$ cat config.mk
export PLATFORM = sky130hd
export DESIGN_NAME = dda_line_rasterizer_unit_flat
export DESIGN_NICKNAME = d
export VERILOG_FILES = /design/src/design/dlr_pkg.sv /design/src/design/dlr_in_if.sv /design/src/design/dlr_out_if.sv /design/src/design/dlr_front.sv /design/src/design/dlr_queue.sv /design/src/design/dlr_back.sv /design/src/design/dda_line_rasterizer_unit.sv /design/src/flat_wrapper.sv
export VERILOG_INCLUDE_DIRS = /design/src /design/src/design
export SDC_FILE = /design/constraint.sdc
export NUM_CORES = 1
export LEC_CHECK = 0
export ABC_AREA = 1
export BUFFER_PORTS_ARGS = -buffer_cell sky130_fd_sc_hd__buf_2
export CAP_MARGIN = 20
export CORE_MARGIN = 1
export CORE_UTILIZATION = 60
export CTS_CLUSTER_SIZE = 16
export DETAILED_ROUTE_END_ITERATION = 10
export PLACE_DENSITY = 0.78
export SETUP_SLACK_MARGIN = 0.2
export SYNTH_ARGS = -nofsm -noshare
export SYNTH_HDL_FRONTEND = slang
export SYNTH_HIERARCHICAL = 1
export SYNTH_SLANG_ARGS = --single-unit
$ cat constraint.sdc
create_clock -name clk -period 6.8 [get_ports clk]
set_input_delay 0 -clock clk [delete_from_list [all_inputs] [get_ports clk]]
set_output_delay 0 -clock clk [all_outputs]
set_load 0.005 [all_outputs]
$ cat src/design/dda_line_rasterizer_unit_macros.svh
// Assertion macros for the DDA line rasterizer.
// Used by the top level; define ASSERT_OFF to compile them out.
`ifndef DDA_LINE_RASTERIZER_UNIT_MACROS_SVH
`define DDA_LINE_RASTERIZER_UNIT_MACROS_SVH

`ifndef ASSERT_OFF
// Checked property, masked while rst_n is low.
`define DLR_ASSERT(lbl, prop, msg) \
  lbl: assert property (@(posedge clk) disable iff (!rst_n) prop) else $error(msg);
// Checked property, also evaluated during reset.
`define DLR_ASSERT_ALWAYS(lbl, prop, msg) \
  lbl: assert property (@(posedge clk) prop) else $error(msg);
`else
`define DLR_ASSERT(lbl, prop, msg)
`define DLR_ASSERT_ALWAYS(lbl, prop, msg)
`endif

`endif

$ cat src/design/dlr_pkg.sv
`timescale 1ns / 1ps
// Shared widths, types and codes for the DDA line rasterizer.
// No dependencies; the interfaces and all modules import it.
package dlr_pkg;

  localparam int COORD_BITS = 12;
  localparam int FRAC_BITS  = 16;
  localparam int COLOR_BITS = 24;

  // signed minor accumulator and slope, Q(FRAC_BITS)
  localparam int ACC_W   = COORD_BITS + FRAC_BITS + 2;
  localparam int SLOPE_W = FRAC_BITS + 2;

  // slope divider: divisor 2*den, quotient |slope| <= 2^FRAC_BITS
  localparam int DEN_W     = COORD_BITS + 1;
  localparam int QUOT_W    = FRAC_BITS + 1;
  localparam int NUM_W     = DEN_W + QUOT_W;
  localparam int DIV_CNT_W = $clog2(QUOT_W);

  // command queue between front and back
  localparam int Q_DEPTH = 2;
  localparam int Q_PTR_W = (Q_DEPTH > 1) ? $clog2(Q_DEPTH) : 1;
  localparam int Q_CNT_W = $clog2(Q_DEPTH + 1);

  typedef logic [COORD_BITS-1:0]    coord_t;
  typedef logic [COLOR_BITS-1:0]    color_t;
  typedef logic signed [ACC_W-1:0]  acc_t;
  typedef logic signed [SLOPE_W-1:0] slope_t;

  localparam coord_t COORD_MAX = '1;

  // input kind field
  localparam logic KIND_LOAD = 1'b0;
  localparam logic KIND_STEP = 1'b1;

  typedef enum logic [1:0] {
    CMD_LOAD,
    CMD_STEP,
    CMD_DROP
  } cmd_t;

  typedef struct packed {
    cmd_t   cmd;
    logic   major_is_y;
    coord_t major_start;
    coord_t major_end;
    coord_t minor_start;
    logic   minor_neg;
    coord_t minor_mag;
    color_t color;
  } line_cmd_t;

  typedef enum logic [1:0] {
    BK_IDLE,
    BK_DIV,
    BK_FIRST
  } bk_state_t;

  typedef struct packed {
    logic pop;
    logic push;
    logic push_last;
    logic line_active;
  } bk_status_t;

endpackage

$ cat src/design/dlr_in_if.sv
`timescale 1ns / 1ps
// Input item channel of the line rasterizer: valid/ready plus line fields.
// Depends on dlr_pkg.
interface dlr_in_if;
  import dlr_pkg::*;

  logic   valid;
  logic   ready;
  logic   kind;
  coord_t start_x;
  coord_t start_y;
  coord_t end_x;
  coord_t end_y;
  color_t line_color;

  modport source (output valid, kind, start_x, start_y, end_x, end_y, line_color,
                  input ready);
  modport sink   (input valid, kind, start_x, start_y, end_x, end_y, line_color,
                  output ready);
endinterface

$ cat src/design/dlr_out_if.sv
`timescale 1ns / 1ps
// Pixel result channel of the line rasterizer: valid/ready plus pixel fields.
// Depends on dlr_pkg.
interface dlr_out_if;
  import dlr_pkg::*;

  logic   valid;
  logic   ready;
  coord_t pixel_x;
  coord_t pixel_y;
  color_t pixel_color;
  logic   last_pixel;

  modport source (output valid, pixel_x, pixel_y, pixel_color, last_pixel,
                  input ready);
  modport sink   (input valid, pixel_x, pixel_y, pixel_color, last_pixel,
                  output ready);
endinterface

$ cat src/design/dlr_front.sv
`timescale 1ns / 1ps
// Front end: accepts input items, orders endpoints along the major axis
// and classifies each item as load, step or drop. Depends on dlr_pkg, dlr_in_if.
module dlr_front (
  dlr_in_if.sink            in_chan,
  output logic              push_valid,
  input  logic              push_ready,
  output dlr_pkg::line_cmd_t push_data
);
  import dlr_pkg::*;

  coord_t adx;
  coord_t ady;
  logic   major_y;
  coord_t mj0;
  coord_t mj1;
  coord_t mn0;
  coord_t mn1;

  assign in_chan.ready = push_ready;
  assign push_valid    = in_chan.valid;

  always_comb begin
    adx = (in_chan.end_x >= in_chan.start_x) ? in_chan.end_x - in_chan.start_x
                                             : in_chan.start_x - in_chan.end_x;
    ady = (in_chan.end_y >= in_chan.start_y) ? in_chan.end_y - in_chan.start_y
                                             : in_chan.start_y - in_chan.end_y;
    // ties go to y
    major_y = !(adx > ady);
    if (major_y) begin
      if (in_chan.start_y <= in_chan.end_y) begin
        mj0 = in_chan.start_y; mj1 = in_chan.end_y;
        mn0 = in_chan.start_x; mn1 = in_chan.end_x;
      end else begin
        mj0 = in_chan.end_y;   mj1 = in_chan.start_y;
        mn0 = in_chan.end_x;   mn1 = in_chan.start_x;
      end
    end else begin
      if (in_chan.start_x <= in_chan.end_x) begin
        mj0 = in_chan.start_x; mj1 = in_chan.end_x;
        mn0 = in_chan.start_y; mn1 = in_chan.end_y;
      end else begin
        mj0 = in_chan.end_x;   mj1 = in_chan.start_x;
        mn0 = in_chan.end_y;   mn1 = in_chan.start_y;
      end
    end

    push_data.major_is_y  = major_y;
    push_data.major_start = mj0;
    push_data.major_end   = mj1;
    push_data.minor_start = mn0;
    push_data.minor_neg   = (mn1 < mn0);
    push_data.minor_mag   = (mn1 < mn0) ? mn0 - mn1 : mn1 - mn0;
    push_data.color       = in_chan.line_color;

    if (in_chan.kind == KIND_STEP) begin
      push_data.cmd = CMD_STEP;
    end else if (adx == '0 && ady == '0) begin
      // single point: only kills the current line
      push_data.cmd = CMD_DROP;
    end else begin
      push_data.cmd = CMD_LOAD;
    end
  end

endmodule

$ cat src/design/dlr_queue.sv
`timescale 1ns / 1ps
// Short command queue between front and back of the line rasterizer.
// Depends on dlr_pkg.
module dlr_queue (
  input  logic               clk,
  input  logic               rst_n,
  input  logic               push_valid,
  output logic               push_ready,
  input  dlr_pkg::line_cmd_t push_data,
  output logic               pop_valid,
  input  logic               pop,
  output dlr_pkg::line_cmd_t pop_data
);
  import dlr_pkg::*;

  line_cmd_t            slot_r [Q_DEPTH];
  logic [Q_PTR_W-1:0]   wr_ptr_r, wr_ptr_nxt;
  logic [Q_PTR_W-1:0]   rd_ptr_r, rd_ptr_nxt;
  logic [Q_CNT_W-1:0]   count_r,  count_nxt;
  logic                 do_push;
  logic                 do_pop;

  assign push_ready = (count_r != Q_CNT_W'(Q_DEPTH));
  assign pop_valid  = (count_r != '0);
  assign pop_data   = slot_r[rd_ptr_r];
  assign do_push    = push_valid && push_ready;
  assign do_pop     = pop && pop_valid;

  always_comb begin
    wr_ptr_nxt = wr_ptr_r;
    rd_ptr_nxt = rd_ptr_r;
    count_nxt  = count_r;
    if (do_push) begin
      wr_ptr_nxt = (wr_ptr_r == Q_PTR_W'(Q_DEPTH - 1)) ? '0 : wr_ptr_r + 1'b1;
    end
    if (do_pop) begin
      rd_ptr_nxt = (rd_ptr_r == Q_PTR_W'(Q_DEPTH - 1)) ? '0 : rd_ptr_r + 1'b1;
    end
    if (do_push && !do_pop) begin
      count_nxt = count_r + 1'b1;
    end else if (do_pop && !do_push) begin
      count_nxt = count_r - 1'b1;
    end
  end

  always_ff @(posedge clk) begin
    if (!rst_n) begin
      wr_ptr_r <= '0;
      rd_ptr_r <= '0;
      count_r  <= '0;
    end else begin
      wr_ptr_r <= wr_ptr_nxt;
      rd_ptr_r <= rd_ptr_nxt;
      count_r  <= count_nxt;
    end
  end

  always_ff @(posedge clk) begin
    if (do_push) begin
      slot_r[wr_ptr_r] <= push_data;
    end
  end

endmodule

$ cat src/design/dlr_back.sv
`timescale 1ns / 1ps
// Back end: slope divider, line stepping state and the pixel output register.
// Depends on dlr_pkg, dlr_out_if.
module dlr_back (
  input  logic                clk,
  input  logic                rst_n,
  input  logic                q_valid,
  input  dlr_pkg::line_cmd_t  q_data,
  output logic                q_pop,
  dlr_out_if.source           out_chan,
  output dlr_pkg::bk_status_t status
);
  import dlr_pkg::*;

  function automatic coord_t round_minor(acc_t acc);
    logic [ACC_W-1:0]          sum;
    logic [ACC_W-FRAC_BITS-1:0] whole;
    sum   = $unsigned(acc)
          + {{(ACC_W - FRAC_BITS){1'b0}}, 1'b1, {(FRAC_BITS - 1){1'b0}}};
    whole = sum[ACC_W-1:FRAC_BITS];
    if (acc[ACC_W-1]) begin
      return '0;
    end else if (whole > (ACC_W - FRAC_BITS)'(COORD_MAX)) begin
      return COORD_MAX;
    end else begin
      return whole[COORD_BITS-1:0];
    end
  endfunction

  bk_state_t state_r, state_nxt;

  // line state
  logic   line_active_r, line_active_nxt;
  logic   major_is_y_r;
  coord_t pos_r;
  coord_t end_r;
  acc_t   acc_r;
  slope_t slope_r;
  color_t color_r;
  coord_t minor_start_r;
  logic   minor_neg_r;

  // divider
  logic [DEN_W-1:0]     rem_r;
  logic [QUOT_W-1:0]    numq_r;
  logic [DEN_W-1:0]     div_r;
  logic [DIV_CNT_W-1:0] div_cnt_r, div_cnt_nxt;

  // output register
  logic   out_valid_r, out_valid_nxt;
  coord_t pixel_x_r;
  coord_t pixel_y_r;
  color_t pixel_color_r;
  logic   last_pixel_r;

  // control
  logic can_push;
  logic push;
  logic do_load;
  logic do_drop;
  logic do_step;
  logic do_first;
  logic do_div;

  // datapath
  coord_t           den;
  logic [NUM_W-1:0] num;
  logic [DEN_W:0]   trial;
  logic             ge;
  logic [DEN_W:0]   diff;
  slope_t           quot;
  slope_t           slope_new;
  acc_t             acc_start;
  coord_t           pos_step;
  acc_t             acc_step;
  logic             step_last;
  coord_t           minor_px;
  coord_t           pos_px;

  assign can_push = !out_valid_r || out_chan.ready;

  // next state
  always_comb begin
    state_nxt = state_r;
    case (state_r)
      BK_IDLE: begin
        if (q_valid && q_data.cmd == CMD_LOAD) begin
          state_nxt = BK_DIV;
        end
      end
      BK_DIV: begin
        if (div_cnt_r == '0) begin
          state_nxt = BK_FIRST;
        end
      end
      BK_FIRST: begin
        if (can_push) begin
          state_nxt = BK_IDLE;
        end
      end
      default: state_nxt = BK_IDLE;
    endcase
  end

  // state outputs
  always_comb begin
    q_pop    = 1'b0;
    push     = 1'b0;
    do_load  = 1'b0;
    do_drop  = 1'b0;
    do_step  = 1'b0;
    do_first = 1'b0;
    do_div   = 1'b0;
    case (state_r)
      BK_IDLE: begin
        if (q_valid) begin
          case (q_data.cmd)
            CMD_LOAD: begin
              q_pop   = 1'b1;
              do_load = 1'b1;
            end
            CMD_DROP: begin
              q_pop   = 1'b1;
              do_drop = 1'b1;
            end
            CMD_STEP: begin
              // drop a step while no line is active; otherwise wait for an output slot
              if (!line_active_r) begin
                q_pop = 1'b1;
              end else if (can_push) begin
                q_pop   = 1'b1;
                push    = 1'b1;
                do_step = 1'b1;
              end
            end
            default: q_pop = 1'b1;
          endcase
        end
      end
      BK_DIV: do_div = 1'b1;
      BK_FIRST: begin
        if (can_push) begin
          push     = 1'b1;
          do_first = 1'b1;
        end
      end
      default: ;
    endcase
  end

  // datapath
  always_comb begin
    den   = q_data.major_end - q_data.major_start;
    // numerator 2*|dmin|*2^FRAC_BITS + den, divisor 2*den
    num   = NUM_W'({q_data.minor_mag, {(FRAC_BITS + 1){1'b0}}}) + NUM_W'(den);
    trial = {rem_r, numq_r[QUOT_W-1]};
    ge    = (trial >= {1'b0, div_r});
    diff  = trial - {1'b0, div_r};

    quot      = slope_t'({1'b0, numq_r});
    slope_new = minor_neg_r ? -quot : quot;
    acc_start = {2'b00, minor_start_r, {FRAC_BITS{1'b0}}};

    pos_step  = pos_r + 1'b1;
    acc_step  = acc_r + {{(ACC_W - SLOPE_W){slope_r[SLOPE_W-1]}}, slope_r};
    step_last = (pos_step == end_r);

    if (do_first) begin
      minor_px = round_minor(acc_start);
      pos_px   = pos_r;
    end else begin
      minor_px = round_minor(acc_step);
      pos_px   = pos_step;
    end

    line_active_nxt = line_active_r;
    if (do_load || do_drop) begin
      line_active_nxt = 1'b0;
    end else if (do_first) begin
      line_active_nxt = 1'b1;
    end else if (do_step && step_last) begin
      line_active_nxt = 1'b0;
    end

    div_cnt_nxt = div_cnt_r;
    if (do_load) begin
      div_cnt_nxt = DIV_CNT_W'(QUOT_W - 1);
    end else if (do_div) begin
      div_cnt_nxt = div_cnt_r - 1'b1;
    end

    out_valid_nxt = out_valid_r;
    if (push) begin
      out_valid_nxt = 1'b1;
    end else if (out_chan.ready) begin
      out_valid_nxt = 1'b0;
    end
  end

  always_ff @(posedge clk) begin
    if (!rst_n) begin
      state_r       <= BK_IDLE;
      line_active_r <= 1'b0;
      div_cnt_r     <= '0;
      out_valid_r   <= 1'b0;
    end else begin
      state_r       <= state_nxt;
      line_active_r <= line_active_nxt;
      div_cnt_r     <= div_cnt_nxt;
      out_valid_r   <= out_valid_nxt;
    end
  end

  always_ff @(posedge clk) begin
    if (do_load) begin
      major_is_y_r  <= q_data.major_is_y;
      pos_r         <= q_data.major_start;
      end_r         <= q_data.major_end;
      minor_start_r <= q_data.minor_start;
      minor_neg_r   <= q_data.minor_neg;
      color_r       <= q_data.color;
      rem_r         <= num[NUM_W-1:QUOT_W];
      numq_r        <= num[QUOT_W-1:0];
      div_r         <= {den, 1'b0};
    end
    if (do_div) begin
      rem_r  <= ge ? diff[DEN_W-1:0] : trial[DEN_W-1:0];
      numq_r <= {numq_r[QUOT_W-2:0], ge};
    end
    if (do_first) begin
      acc_r   <= acc_start;
      slope_r <= slope_new;
    end
    if (do_step) begin
      acc_r <= acc_step;
      pos_r <= pos_step;
    end
    if (push) begin
      pixel_x_r     <= major_is_y_r ? minor_px : pos_px;
      pixel_y_r     <= major_is_y_r ? pos_px : minor_px;
      pixel_color_r <= color_r;
      last_pixel_r  <= do_step && step_last;
    end
  end

  assign out_chan.valid       = out_valid_r;
  assign out_chan.pixel_x     = pixel_x_r;
  assign out_chan.pixel_y     = pixel_y_r;
  assign out_chan.pixel_color = pixel_color_r;
  assign out_chan.last_pixel  = last_pixel_r;

  assign status.pop         = q_pop;
  assign status.push        = push;
  assign status.push_last   = do_step && step_last;
  assign status.line_active = line_active_r;

endmodule

$ cat src/design/dda_line_rasterizer_unit.sv
`timescale 1ns / 1ps
// DDA line rasterizer (incremental line drawing, Q16 slope).
// Depends on dlr_pkg, dlr_in_if, dlr_out_if, dlr_front, dlr_queue, dlr_back.
//
// Usage: in_chan carries items under valid/ready. kind = 0 loads a line
// (two endpoints and a color) and yields its first pixel; kind = 1 yields the
// next pixel. out_chan carries pixels under valid/ready; last_pixel marks the
// far end of the line, after which step items give nothing until the next load.
// A load with equal endpoints gives no pixel and ends the current line.
// Throughput: step items give one pixel per cycle while out_chan.ready is high
// and no load is in progress; a step's pixel is registered in the queue, then in
// the output register. A load occupies the back end through its states in order:
// BK_IDLE takes it, BK_DIV runs the restoring slope divider at one quotient bit
// per cycle (FRAC_BITS + 1 bits), and BK_FIRST places the first pixel in the
// output register once an output slot is free.
// A two-entry command queue lets the front keep taking items while the
// divider runs or the receiver stalls; when out_chan.ready is low the output
// register holds its pixel and the queue fills, then in_chan.ready drops.
// Reset (rst_n low, synchronous) empties the queue and output register and
// leaves no line active.
`include "dda_line_rasterizer_unit_macros.svh"
module dda_line_rasterizer_unit (
  input logic       clk,
  input logic       rst_n,
  dlr_in_if.sink    in_chan,
  dlr_out_if.source out_chan
);
  import dlr_pkg::*;

  logic       push_valid;
  logic       push_ready;
  line_cmd_t  push_data;
  logic       q_valid;
  logic       q_pop;
  line_cmd_t  q_data;
  bk_status_t bk_status;

  // classify and order endpoints
  dlr_front u_front (
    .in_chan    (in_chan),
    .push_valid (push_valid),
    .push_ready (push_ready),
    .push_data  (push_data)
  );

  // decouple front and back
  dlr_queue u_queue (
    .clk        (clk),
    .rst_n      (rst_n),
    .push_valid (push_valid),
    .push_ready (push_ready),
    .push_data  (push_data),
    .pop_valid  (q_valid),
    .pop        (q_pop),
    .pop_data   (q_data)
  );

  // divide, step and emit pixels
  dlr_back u_back (
    .clk      (clk),
    .rst_n    (rst_n),
    .q_valid  (q_valid),
    .q_data   (q_data),
    .q_pop    (q_pop),
    .out_chan (out_chan),
    .status   (bk_status)
  );

  // no pixel may be presented right after reset
  `DLR_ASSERT_ALWAYS(a_reset_clears_out, !rst_n |=> !out_chan.valid, "out valid after reset")
  // an accepted item is in the queue on the next cycle
  `DLR_ASSERT(a_accept_queued, in_chan.valid && in_chan.ready |=> q_valid, "accepted item lost")
  // back end pops only what the queue holds
  `DLR_ASSERT(a_pop_nonempty, bk_status.pop |-> q_valid, "pop from empty queue")
  // the last pixel ends the line
  `DLR_ASSERT(a_last_ends_line, bk_status.push && bk_status.push_last |=> !bk_status.line_active, "line active after last pixel")

endmodule
$ cat src/flat_wrapper.sv
// flat-port wrapper written by rule: the top's interface ports become plain ports
module dda_line_rasterizer_unit_flat import dlr_pkg::*;
  (clk, rst_n, in_chan_valid, in_chan_kind, in_chan_start_x, in_chan_start_y, in_chan_end_x, in_chan_end_y, in_chan_line_color, in_chan_ready, out_chan_valid, out_chan_pixel_x, out_chan_pixel_y, out_chan_pixel_color, out_chan_last_pixel, out_chan_ready);
  dlr_in_if in_chan_i ();
  dlr_out_if out_chan_i ();
  input logic clk;
  input logic rst_n;
  input wire logic [$bits(in_chan_i.valid)-1:0] in_chan_valid;
  input wire logic [$bits(in_chan_i.kind)-1:0] in_chan_kind;
  input wire logic [$bits(in_chan_i.start_x)-1:0] in_chan_start_x;
  input wire logic [$bits(in_chan_i.start_y)-1:0] in_chan_start_y;
  input wire logic [$bits(in_chan_i.end_x)-1:0] in_chan_end_x;
  input wire logic [$bits(in_chan_i.end_y)-1:0] in_chan_end_y;
  input wire logic [$bits(in_chan_i.line_color)-1:0] in_chan_line_color;
  output wire logic [$bits(in_chan_i.ready)-1:0] in_chan_ready;
  output wire logic [$bits(out_chan_i.valid)-1:0] out_chan_valid;
  output wire logic [$bits(out_chan_i.pixel_x)-1:0] out_chan_pixel_x;
  output wire logic [$bits(out_chan_i.pixel_y)-1:0] out_chan_pixel_y;
  output wire logic [$bits(out_chan_i.pixel_color)-1:0] out_chan_pixel_color;
  output wire logic [$bits(out_chan_i.last_pixel)-1:0] out_chan_last_pixel;
  input wire logic [$bits(out_chan_i.ready)-1:0] out_chan_ready;
  assign in_chan_i.valid = in_chan_valid;
  assign in_chan_i.kind = in_chan_kind;
  assign in_chan_i.start_x = in_chan_start_x;
  assign in_chan_i.start_y = in_chan_start_y;
  assign in_chan_i.end_x = in_chan_end_x;
  assign in_chan_i.end_y = in_chan_end_y;
  assign in_chan_i.line_color = in_chan_line_color;
  assign in_chan_ready = in_chan_i.ready;
  assign out_chan_valid = out_chan_i.valid;
  assign out_chan_pixel_x = out_chan_i.pixel_x;
  assign out_chan_pixel_y = out_chan_i.pixel_y;
  assign out_chan_pixel_color = out_chan_i.pixel_color;
  assign out_chan_last_pixel = out_chan_i.last_pixel;
  assign out_chan_i.ready = out_chan_ready;
  dda_line_rasterizer_unit u_core (.clk(clk), .rst_n(rst_n), .in_chan(in_chan_i), .out_chan(out_chan_i));
endmodule
Word level (Yosys, flattened, before mapping)
Memory sizes are Yosys's and may differ from the RTL's. A register that Yosys moved wholly into a read port is not among the register bits. Cells that the tools add are included. W data, S select, Z words.

Flip-flop bits (word level): 214. RAM bits: 152. Input port bits: 77. Output and inout bits: 51. Word-level logic and storage cells: 161. Memories kept: 1.

$add $sub $neg: 19. $lt $le $gt $ge: 9. Equal/unequal tests: 9. Mux-type cells: 70. Bitwise operators: 1. Reductions and logical operators: 28.

Memory list: u_core.u_queue.slot_r (depth 2, width 76, read ports 1, clocked after memory_dff 1, wr ports 1, line dlr_queue.sv:16) `line_cmd_t slot_r [Q_DEPTH];`.

Operators by type and width (count): $mux W12 (24); $sub A12 B12 Y12 (7); $mux W30 (2); $mux W17 (3); $mux W13 (3); $add A29 B12 Y30 (1); $add A30 B16 Y30 const B (1); $add A30 B30 Y30 (1); $add A28 B16 Y29 const B (1); $mux W1 (27); $ge A12 B12 Y1 (2); $le A12 B12 Y1 (2); $logic_not A12 Y1 (2); $neg A17 Y18 (1); $ge A14 B13 Y1 (1); $gt A14 B12 Y1 const B (1); $mux W2 (7); $reduce_bool A2 Y1 (7); $gt A13 B12 Y1 const B (1); $sub A13 B13 Y13 (1); $add A12 B1 Y12 const B (1); $eq A12 B12 Y1 (1); $gt A12 B12 Y1 (1); $lt A12 B12 Y1 (1); 18 further kinds (37).

Longest topological paths before layout
Gate-level depths: netlist of run 1.

Depth in word-level cells: 11. Mapped depth: 44. Depth with buffers taken out: 40.

Modules after synthesis
The synthesis of run 1 kept the hierarchy.

By module, submodules not included: dlr_back (times used 1, cells each 1386, area each 12203.0 um^2, sequential area each 6216.0 um^2); dlr_front (times used 1, cells each 1103, area each 5968.2 um^2, sequential area each 0.0 um^2); dlr_queue (times used 1, cells each 273, area each 5878.1 um^2, sequential area each 4664.5 um^2).

Worst setup path before layout of run 1
OpenSTA, ideal clock, no wires.

Kind: register to register. Start point: register (tool-made name). End point: register u_core.u_back.numq_r[0], enable pin. Library setup time: 387 ps. Arrival: 4974 ps. Required time: 6413 ps. Slack: 1439 ps. Cell stages (with the launch flop): 8. Buffers on the path: 1. Clock period less this slack: 5361 ps. Cell sequence: dfxtp_1 > buf_2 > mux2_2 > nor2_1 > inv_1 > nor2_1 > inv_1 > nand2_1.

RTL lines: end signal: assignment (line dlr_back.sv:223) `numq_r <= num[QUOT_W-1:0];`; end signal: assignment (line dlr_back.sv:228) `numq_r <= {numq_r[QUOT_W-2:0], ge};`; end: declaration (line dlr_back.sv:45) `logic [QUOT_W-1:0] numq_r;`.

==> impl_results.rst, run 1 <==
.. list-table::
   :header-rows: 1

   * - Metric
     - Value
   * - Status
     - completed
   * - Final wirelength
     - 64600 um
   * - Count of boundary I/O pins
     - roughly 130
   * - DRC Markers
     - 0
   * - Max-slew headroom at the worst pin
     - 32.0%
   * - Critical Path Max Stage Delay
     - ~550 ps
   * - Switching share of power
     - slightly above 40%
   * - Hold-critical path depth
     - 3
   * - Vias per inst
     - ~5.7
   * - First-pass GRT wire length
     - around 100000 um
   * - Clock network fraction of total power
     - between 10% and 20%
   * - Number of max-cap violations
     - 0
   * - CTS root buf
     - sky130_fd_sc_hd__clkbuf_16
   * - Per-cell routed wire length
     - about 19 um
   * - Bufs on Longest Clock Path
     - 3
   * - Period utilisation layout
     - roughly 87%
   * - Ratio of cells with drive above 1 in the final layout
     - between 10% and 20%
   * - Antenna-violating nets left
     - 0
   * - Drt initial violations
     - roughly 1700
   * - Required time worst endpoint
     - slightly above 7000 ps
   * - Die Y
     - a little over 200 um
   * - Sequential group share of total power
     - between 30 and 40%
   * - Area of the mapped netlist
     - 0.0240 mm2
   * - Internal power
     - around 6.5 mW
   * - First-pass iteration count of the detailed router
     - 6
   * - Final #Nets
     - ~3100
   * - Maximum ir drop on the vdd rail
     - around 230 uV
   * - Top cell by count, worst path
     - sky130_fd_sc_hd__nand2_1
   * - Grt ovf
     - 0
   * - Post-synthesis to final-layout area growth
     - 11.0%
   * - H-tree depth
     - 2
   * - Overall die width
     - 202 um
   * - Setup crit start kind
     - input port
   * - GRT Overall Usage
     - 31.7%
   * - Synth Instances
     - between 2000 and 3000
   * - Initial antenna violation count
     - 8
   * - Kind of critical path
     - input port to flop
   * - Highest attainable clock frequency
     - between 0.15 and 0.2 GHz
   * - Vias in the first global route
     - 18700
   * - YS warnings
     - 6
   * - Largest net degree at the start of global routing
     - 72
   * - Power density relative to cell area
     - a little over 400 mW/mm2
   * - Transition time at the pin with the least slew margin
     - around 1000 ps
   * - Standard cell area after detailed placement
     - roughly 0.025 mm2
   * - Count of pins over their slew limit
     - 0
   * - Starting utilization of the core area
     - between 60% and 70%
   * - Sw Pwr
     - 4.49 mW
   * - Crit. End Element
     - flop
   * - Number of port buffers
     - around 130
   * - Total Power
     - between 10 and 15 mW
   * - Depth of the worst register-to-register path
     - 16
   * - CTS tree
     - yes
   * - Clock tree skew after final layout
     - approximately 44 ps
   * - Clock tree sinks
     - 367
   * - Min cycle time layout
     - 5920 ps
   * - Class of the worst hold path
     - input port to flop
   * - Clock-pin slew of the registers on the worst-case setup and hold paths
     - around 60 ps
   * - Per-instance average area after synthesis
     - a little under 9 um2
   * - Worst skew pair latency
     - approximately 570 ps
   * - Tightest hold margin
     - 39.6 ps
   * - Net count after synthesis
     - about 3000
   * - Crit path max-delay cell type
     - sky130_fd_sc_hd__dlygate4sd3_1
   * - Leak pwr
     - around 12 nW
   * - Endpoint arrival time on the critical path
     - around 6200 ps
   * - Die area
     - a little over 0.04 mm2
   * - Post-CTS Setup Repair Bufs
     - 0
   * - Final Instance Area
     - between 0.02 and 0.03 mm2
   * - Setup violators final
     - 0
   * - RSZ-0062 raised after global routing
     - no
   * - Core occupancy in the finished layout
     - roughly two thirds
   * - Final total negative setup slack
     - 0 ps
   * - Detailed-placement wirelength estimate
     - 48400 um
   * - Global placer's final weighted congestion
     - 1.01
   * - Final Hold Fails
     - 0
   * - Maximum fanout along the worst path
     - 25
   * - # rows
     - 72
   * - Core outline area
     - a little under 0.04 mm2
   * - Via count
     - roughly 20000
   * - TritonCTS buffer count
     - 38
   * - Proportion of power drawn by combinational gates
     - ~47%
[metal layers]
layer  routed length, um  track usage [%]  part of all wire [%]
met3                4550             4.63                   7.0
met1               26000             40.2                    40
met2               30900             53.8                    48
met4                3090             14.1                   4.8
met5                  88                0                  0.14
[final cells by class]
type	instances	area [um2]
sequential	367	10900
clock buffer	45	987
tap	518	648
antenna	3	7.51
fill	3068	12400
inverter	380	1430
clock inverter	23	196
timing repair buffer	200	1340
multi-input combinational	1914	11200
[critical path: cells and delay by family]
| kind | cells | cell delay (ps) |
|---|---|---|
| and+or+nand+nor | 21 | 2670 |
| buffers and inverters | 9 | 1560 |
| AOI/OAI and AO/OA | 5 | 770 |
| adders and majority gates | 3 | 1210 |
[power by group through the flow]
stage,Sequential [mW],Combinational (mW),Clock [mW]
CTS,3.79,5.09,2.03
floorplan,3.72,3.72,0
finish,3.80,5.16,2.00
global placement,3.79,4.86,0
detailed placement,3.82,4.97,0
global route,3.84,5.69,2.11
[final timing paths]
check                                          startpoint                                     end  slack, ps
worst min register to register  u_core/u_back/color_r[21]  u_core/u_back/out_chan.pixel_color[21]        380
worst min-delay path                     in_chan_end_y[5]            u_core/u_queue/slot_r[0][54]         40
worst max-delay path                   in_chan_start_x[5]            u_core/u_queue/slot_r[1][31]        880
worst max register to register                       flop                 u_core/u_back/div_r[12]       2570
[repair_timing]
action / 4_1_cts / 5_1_grt
endpoints found under the hold margin: 116 / 0
setup endpoints to repair: 0 / 4
hold buffers: 57 / 0
gates resized for setup: 0 / 1
[metrics by stage]
step                setup slack, ps  cells
detailed placement              657   3321
global route                    370   3448
finish                          875   3450
floorplan                      1440   2759
CTS                             841   3446
global placement                677   3321
[flip-flops by register name (all words and copies together) (netlist names), 13 cells and up, named ones only]
| name | flops |
|---|---|
| u_core/u_back/numq_r | 17 |
| u_core/u_back/acc_r | 30 |
| u_core/u_back/rem_r | 13 |
| u_core/u_back/out_chan.pixel_color | 24 |
| u_core/u_back/color_r | 24 |
| u_core/u_back/slope_r | 18 |
| u_core/u_queue/slot_r | 152 |
[layout by cell type, fill, tap and decap left out, types with 15 or more instances in the layout]
| master | instances |
|---|---|
| sky130_fd_sc_hd__edfxtp_1 | 353 |
| sky130_fd_sc_hd__clkbuf_16 | 38 |
| sky130_fd_sc_hd__o211ai_1 | 30 |
| sky130_fd_sc_hd__buf_2 | 127 |
| sky130_fd_sc_hd__dlygate4sd3_1 | 57 |
| sky130_fd_sc_hd__nor2_2 | 16 |
| sky130_fd_sc_hd__nand3_2 | 15 |
| sky130_fd_sc_hd__inv_1 | 351 |
| sky130_fd_sc_hd__xnor2_1 | 22 |
| sky130_fd_sc_hd__nor3_1 | 16 |
| sky130_fd_sc_hd__xor2_1 | 71 |
| sky130_fd_sc_hd__nand2_1 | 756 |
| sky130_fd_sc_hd__nand3_1 | 91 |
| sky130_fd_sc_hd__a21oi_1 | 154 |
| sky130_fd_sc_hd__nor2_1 | 157 |
| sky130_fd_sc_hd__inv_2 | 26 |
| sky130_fd_sc_hd__mux2_4 | 40 |
| sky130_fd_sc_hd__nand2_2 | 48 |
| sky130_fd_sc_hd__mux2_2 | 36 |
| sky130_fd_sc_hd__nand4_1 | 22 |
| sky130_fd_sc_hd__o21ai_0 | 191 |
| sky130_fd_sc_hd__ha_1 | 140 |
| sky130_fd_sc_hd__buf_4 | 15 |
(Power assumes the default switching activity.)
==> run 2, diff against run 1 <==
BUFFER_PORTS_ARGS = -buffer_cell sky130_fd_sc_hd__buf_4   (was -buffer_cell sky130_fd_sc_hd__buf_2)
CAP_MARGIN = not set   (was 20)
SETUP_SLACK_MARGIN = 0.02   (was 0.2)
==> run 2 against run 1 <==
Wire length shrank 1.6%. Clock-buffer cell count increased by 3. Combinational power about the same. Register-to-register slack worse by 120 ps. Clock power grew 3%. Flip-flop and latch count did not move. Critical path depth stayed put. Largest power group unchanged. Maximum frequency is 2.3% lower. First-iteration DRC count up 29%. Die area stayed put. Design area rose by 1.3%.
==> impl_results.rst, run 2 (synthesized netlist as in run 1, its figures left out) <==
.. list-table::
   :header-rows: 1

   * - Metric
     - Value
   * - Per-cell routed wire length
     - around 18 um
   * - Die area
     - about 0.041 mm2
   * - Largest net degree at the start of global routing
     - between 70 and 80
   * - Post-synthesis to final-layout area growth
     - 12.4%
   * - CTS tree
     - yes
   * - Antenna diode count
     - 0
   * - Die Y
     - about 200 um
   * - Min cycle time layout
     - around 6000 ps
   * - Final #Nets
     - about 3100
   * - Hold-critical path depth
     - 3
   * - Bufs on Longest Clock Path
     - 3
   * - Final wirelength
     - around 64000 um
   * - Detailed-placement wirelength estimate
     - 47300 um
   * - Starting utilization of the core area
     - 61.5%
   * - Class of the worst hold path
     - input port to flop
   * - Required time worst endpoint
     - between 7000 and 8000 ps
   * - Internal power
     - 6.56 mW
   * - First-pass iteration count of the detailed router
     - 6
   * - Sw Pwr
     - 4.49 mW
   * - Drt initial violations
     - 2134
   * - Final Hold Fails
     - 0
   * - Number of max-cap violations
     - 0
   * - Leading registers by flop count
     - u_core/u_queue/slot_r x152, u_core/u_back/acc_r x30
   * - Core outline area
     - between 0.03 and 0.04 mm2
   * - Top cell by count, worst path
     - sky130_fd_sc_hd__nand2_1
   * - Highest attainable clock frequency
     - 0.165 GHz
   * - Ratio of cells with drive above 1 in the final layout
     - approximately 14%
   * - Number of instances in the placed design
     - ~3300
   * - Hold path startpoint
     - in_chan_end_y[5]
   * - Leak pwr
     - 12.1 nW
   * - Status
     - completed
   * - Maximum fanout along the worst path
     - 46
   * - Vias in the first global route
     - roughly 19000
   * - R2r endpoint
     - u_core/u_back/numq_r[10]
   * - GRT Overall Usage
     - between 30% and 40%
   * - Count of boundary I/O pins
     - between 100 and 150
   * - Sequential group share of total power
     - between 30 and 40%
   * - Overall die width
     - around 200 um
   * - Final setup margin
     - approximately 730 ps
   * - Final total negative setup slack
     - 0 ps
   * - Most common library cell in the layout ignoring fill and taps
     - sky130_fd_sc_hd__nand2_1
   * - Cts repair resizes
     - 0
   * - Hold Path End
     - u_core/u_queue/slot_r[1][42]
   * - Core occupancy in the finished layout
     - between 60 and 70%
   * - Number of flip-flops in the largest register
     - 152
   * - Critical Path Max Stage Delay
     - 530 ps
   * - Depth of the worst register-to-register path
     - 17
   * - CTS hold repair buffers
     - 56
   * - Kind of critical path
     - input port to flop
   * - Source of the critical timing path
     - in_chan_start_x[3]
   * - Global placer's final weighted congestion
     - a little over 1
   * - Vias per inst
     - ~5.7
   * - Clock tree skew after final layout
     - 34.8 ps
   * - Transition time at the pin with the least slew margin
     - roughly 1200 ps
   * - H-tree depth
     - 2
   * - Most frequent cells in the layout
     - sky130_fd_sc_hd__nand2_1 (756), sky130_fd_sc_hd__edfxtp_1 (353), sky130_fd_sc_hd__inv_1 (351)
   * - Clock-pin slew of the registers on the worst-case setup and hold paths
     - 60 ps
   * - Clock network fraction of total power
     - between 10% and 20%
   * - Endpoint arrival time on the critical path
     - between 6000 and 7000 ps
   * - First-pass GRT wire length
     - approximately 100000 um
   * - Switching share of power
     - 40.6%
   * - Most flops, register
     - u_core/u_queue/slot_r
   * - Tightest hold margin
     - about 28 ps
   * - DRC Markers
     - 0
   * - Post-CTS Setup Repair Bufs
     - 0
   * - Setup crit start kind
     - input port
   * - Crit path max-delay cell type
     - sky130_fd_sc_hd__dlygate4sd3_1
   * - # rows
     - 72
   * - CTS root buf
     - sky130_fd_sc_hd__clkbuf_16
   * - Setup slack at placement
     - between 700 and 800 ps
   * - RSZ-0062 raised after global routing
     - no
   * - Number of port buffers
     - approximately 130
   * - Via count
     - about 20000
   * - Power density relative to cell area
     - 409 mW/mm2
   * - Clock tree sinks
     - around 370
   * - Number of non-filler instances in the completed layout
     - approximately 3400
   * - Worst R2R Setup Slack
     - around 2500 ps
   * - Grt ovf
     - 0
   * - Setup violators final
     - 0
   * - TritonCTS buffer count
     - 39
   * - Proportion of power drawn by combinational gates
     - a little under half
   * - Initial antenna violation count
     - 1
   * - Worst skew pair latency
     - approximately 560 ps
   * - Maximum ir drop on the vdd rail
     - around 380 uV
   * - Antenna-violating nets left
     - 0
   * - Count of pins over their slew limit
     - 0
   * - Period utilisation layout
     - between 80% and 90%
   * - Crit. End Element
     - flop
   * - Number of filler cells placed in the layout
     - 3013
   * - Max-slew headroom at the worst pin
     - 21.0%
## run 2: metal layers
| layer | up-vias | track usage (%) | wire length (um) |
|---|---|---|---|
| li1 | 9397 | - | - |
| met1 | 9104 | 40.1 | 26000 |
| met2 | 837 | 53.4 | 30600 |
| met3 | 169 | 4.35 | 4400 |
| met4 | 0 | 12.4 | 2570 |
| met5 | - | 0 | 0 |
## run 2: worst max-delay path by stage
stage | slack, ps | cells after the start | to
after detailed placement | 750 | 37 | u_core/u_queue/slot_r[0][31]
after CTS | 840 | 38 | u_core/u_queue/slot_r[0][31]
after global routing | 70 | 38 | u_core/u_queue/slot_r[0][31]
after global placement | 890 | 40 | u_core/u_queue/slot_r[0][31]
after floorplan | 1440 | 7 | u_core/u_back/numq_r[0]
final | 730 | 38 | u_core/u_queue/slot_r[0][31]
## run 2: final cells by class
cell class	instances	area (um2)	area share [%]
Sequential cell	367	10900	40.3
Clock inverter	23	216	0.802
Timing Repair Buffer	197	1630	6.04
Clock buffer	48	1020	3.78
Tap cell	518	648	2.40
Inverter	380	1430	5.28
Multi-Input combinational cell	1914	11200	41.4
## run 2: power groups by stage
| stage | sequential (mW) | combinational [mW] | clock [mW] |
|---|---|---|---|
| floorplan | 3.72 | 3.72 | 0 |
| global placement | 3.81 | 4.84 | 0 |
| detailed placement | 3.85 | 4.98 | 0 |
| CTS | 3.81 | 5.11 | 2.10 |
| global route | 3.86 | 5.69 | 2.18 |
| finish | 3.82 | 5.17 | 2.07 |
## run 2: through the flow
stage	area (um2)	total power, mW
after floorplan	24000	7.43
after global placement	25200	8.65
after detailed placement	25200	8.82
after CTS	27000	11.0
after global routing	27000	11.7
final	27000	11.1
## run 2: worst max-delay path: cells and delay by family
family / cells / cell delay [ps]
buf+inv: 11 / 1690
fa+ha+maj: 3 / 1090
compound gates: 6 / 1080
simple gates: 18 / 2450
==> run 3, diff against run 2 <==
SETUP_SLACK_MARGIN = not set   (was 0.02)
clock period = 6.2 ns   (was 6.8 ns; I/O delays follow)
==> run 3 against run 2 <==
First-iteration DRC count fell by 8.5%. Flip-flop and latch count did not move. Critical path depth rose by 1. Non-clock buffer count rose by 4.
==> impl_results.rst, run 3 (synthesized netlist as in run 1, its figures left out) <==
.. list-table::
   :header-rows: 1

   * - Metric
     - Value
   * - Clock tree sinks
     - 367
   * - Overall die width
     - between 200 and 250 um
   * - H-tree depth
     - 2
   * - Length of routed met2 wiring
     - 30500 um
   * - Most frequent cells in the layout
     - sky130_fd_sc_hd__nand2_1 (756), sky130_fd_sc_hd__edfxtp_1 (353), sky130_fd_sc_hd__inv_1 (351)
   * - Vias per inst
     - between 5 and 6
   * - Status
     - completed
   * - Period utilisation layout
     - between 90% and 100%
   * - Required time worst endpoint
     - about 6500 ps
   * - Count of boundary I/O pins
     - 128
   * - Final Hold Fails
     - 0
   * - Total area of sequential cells
     - around 0.011 mm2
   * - Die area
     - ~0.04 mm2
   * - Max-slew headroom at the worst pin
     - between 20% and 30%
   * - Crit path max-delay cell type
     - sky130_fd_sc_hd__dlygate4sd3_1
   * - Vias in the first global route
     - ~19000
   * - Highest attainable clock frequency
     - ~0.17 GHz
   * - CTS tree
     - yes
   * - Detailed route wirelength on metal3
     - just under 5000 um
   * - Kind of critical path
     - input port to flop
   * - Number of flip-flops in the largest register
     - 152
   * - Most common library cell in the layout ignoring fill and taps
     - sky130_fd_sc_hd__nand2_1
   * - Core outline area
     - around 0.039 mm2
   * - Final #Nets
     - 3128
   * - Global placer's final weighted congestion
     - 1.01
   * - Via count
     - between 15000 and 20000
   * - Setup crit start kind
     - input port
   * - Post-synthesis to final-layout area growth
     - 12.6%
   * - Critical Path Max Stage Delay
     - between 500 and 600 ps
   * - DRC Markers
     - 0
   * - Worst skew pair latency
     - ~550 ps
   * - Clock tree skew after final layout
     - roughly 30 ps
   * - Die Y
     - between 200 and 250 um
   * - # rows
     - 72
   * - Post-route met1 wirelength
     - 26000 um
   * - TritonCTS buffer count
     - 38
   * - Maximum ir drop on the vdd rail
     - approximately 390 uV
   * - Maximum fanout along the worst path
     - 23
   * - Number of instances in the placed design
     - ~3300
   * - Internal power
     - 7.19 mW
   * - First-pass iteration count of the detailed router
     - 7
   * - Final wirelength
     - 64000 um
   * - Antenna-violating nets left
     - 0
   * - Drt initial violations
     - 1952
   * - RSZ-0062 raised after global routing
     - no
   * - Power density relative to cell area
     - 449 mW/mm2
   * - Starting utilization of the core area
     - around three fifths
   * - Endpoint arrival time on the critical path
     - slightly above 6000 ps
   * - First-pass GRT wire length
     - around 100000 um
   * - Class of the worst hold path
     - input port to flop
   * - Leading registers by flop count
     - u_core/u_queue/slot_r x152, u_core/u_back/acc_r x30
   * - Number of non-filler instances in the completed layout
     - ~3500
   * - Number of filler cells placed in the layout
     - around 3000
   * - Count of pins over their slew limit
     - 0
   * - Bufs on Longest Clock Path
     - 3
   * - Top cell by count, worst path
     - sky130_fd_sc_hd__nand2_1
   * - Number of max-cap violations
     - 0
   * - Uppermost layer routed
     - met4
   * - Largest net degree at the start of global routing
     - a little over 70
   * - GRT Overall Usage
     - a little under a third
   * - Total Power
     - around 12 mW
   * - Detailed-placement wirelength estimate
     - 47800 um
   * - Crit. End Element
     - flop
   * - Switching share of power
     - 40.7%
   * - Proportion of power drawn by combinational gates
     - between 40% and 50%
   * - Clock-pin slew of the registers on the worst-case setup and hold paths
     - approximately 60 ps
   * - Setup violators final
     - 0
   * - Sw Pwr
     - around 5 mW
   * - Ratio of cells with drive above 1 in the final layout
     - ~14%
   * - Min cycle time layout
     - about 5700 ps
   * - Number of port buffers
     - 127
   * - Most flops, register
     - u_core/u_queue/slot_r
   * - Per-cell routed wire length
     - 18.5 um
   * - Leak pwr
     - between 10 and 15 nW
   * - Clock network fraction of total power
     - roughly a fifth
   * - Grt ovf
     - 0
   * - Initial antenna violation count
     - 0
   * - Sequential group share of total power
     - 34.4%
   * - Area of the multi-input gates
     - 0.0112 mm2
   * - CTS root buf
     - sky130_fd_sc_hd__clkbuf_16
   * - Transition time at the pin with the least slew margin
     - about 1200 ps
## run 3: power by group through the flow
| stage | sequential [mW] | combinational [mW] | clock [mW] |
|---|---|---|---|
| after floorplan | 4.08 | 4.08 | 0 |
| after global placement | 4.18 | 5.35 | 0 |
| after detailed placement | 4.21 | 5.48 | 0 |
| after CTS | 4.17 | 5.62 | 2.29 |
| after global routing | 4.23 | 6.27 | 2.38 |
| final | 4.18 | 5.69 | 2.27 |
## run 3: final cells by class
class                           instances  share of cell area, %
Multi-Input combinational cell       1914                   41.4
Sequential cell                       367                   40.2
Timing Repair Buffer                  201                   6.14
Inverter                              380                   5.27
Clock buffer                           47                   3.71
Tap cell                              518                   2.40
Clock inverter                         23                  0.865
Antenna cell                            1                0.00925
## run 3: worst max-delay path: cells and delay by family
family	cells	cell delay, ps
compound gates	5	920
xor+xnor	1	290
fa+ha+maj	3	1080
buf+inv	10	1320
simple gates	20	2360
## run 3: per-stage QoR
step	util (%)	TNS [ps]	cell area [um2]	hold slack, ps	setup WS [ps]
finish	69.2	0	27000	27.2	459
global placement	64.5	0	25200	186	0.278
floorplan	-	0	24000	121	839
global route	69.2	0	27000	19.2	15.8
CTS	69.1	0	27000	2.03	207
detailed placement	64.5	-22.5	25200	188	-11.3
## run 3: path summary, 6_finish.rpt
path,start,endpoint,slack [ps],cells past startpoint
min,in_chan_start_y[7],u_core/u_queue/slot_r[0][68],30,3
max reg2reg,flop,u_core/u_back/numq_r[10],2110,15
max,in_chan_start_x[9],u_core/u_queue/slot_r[1][31],460,39
min reg2reg,u_core/u_back/color_r[16],u_core/u_back/out_chan.pixel_color[16],400,0
## run 3: routing by layer
| metal | global-route usage, % | vias up |
|---|---|---|
| met5 | 0 | - |
| met4 | 12.5 | 0 |
| met3 | 4.34 | 160 |
| met2 | 52.9 | 892 |
| met1 | 40.6 | 9206 |
| li1 | - | 9401 |
## run 3: what timing repair did
item                       CTS  global route
hold endpoints to repair   110             0
buffers inserted             0             2
setup endpoints to repair    0            20
hold buffers                56             0
gates resized for setup      0             3
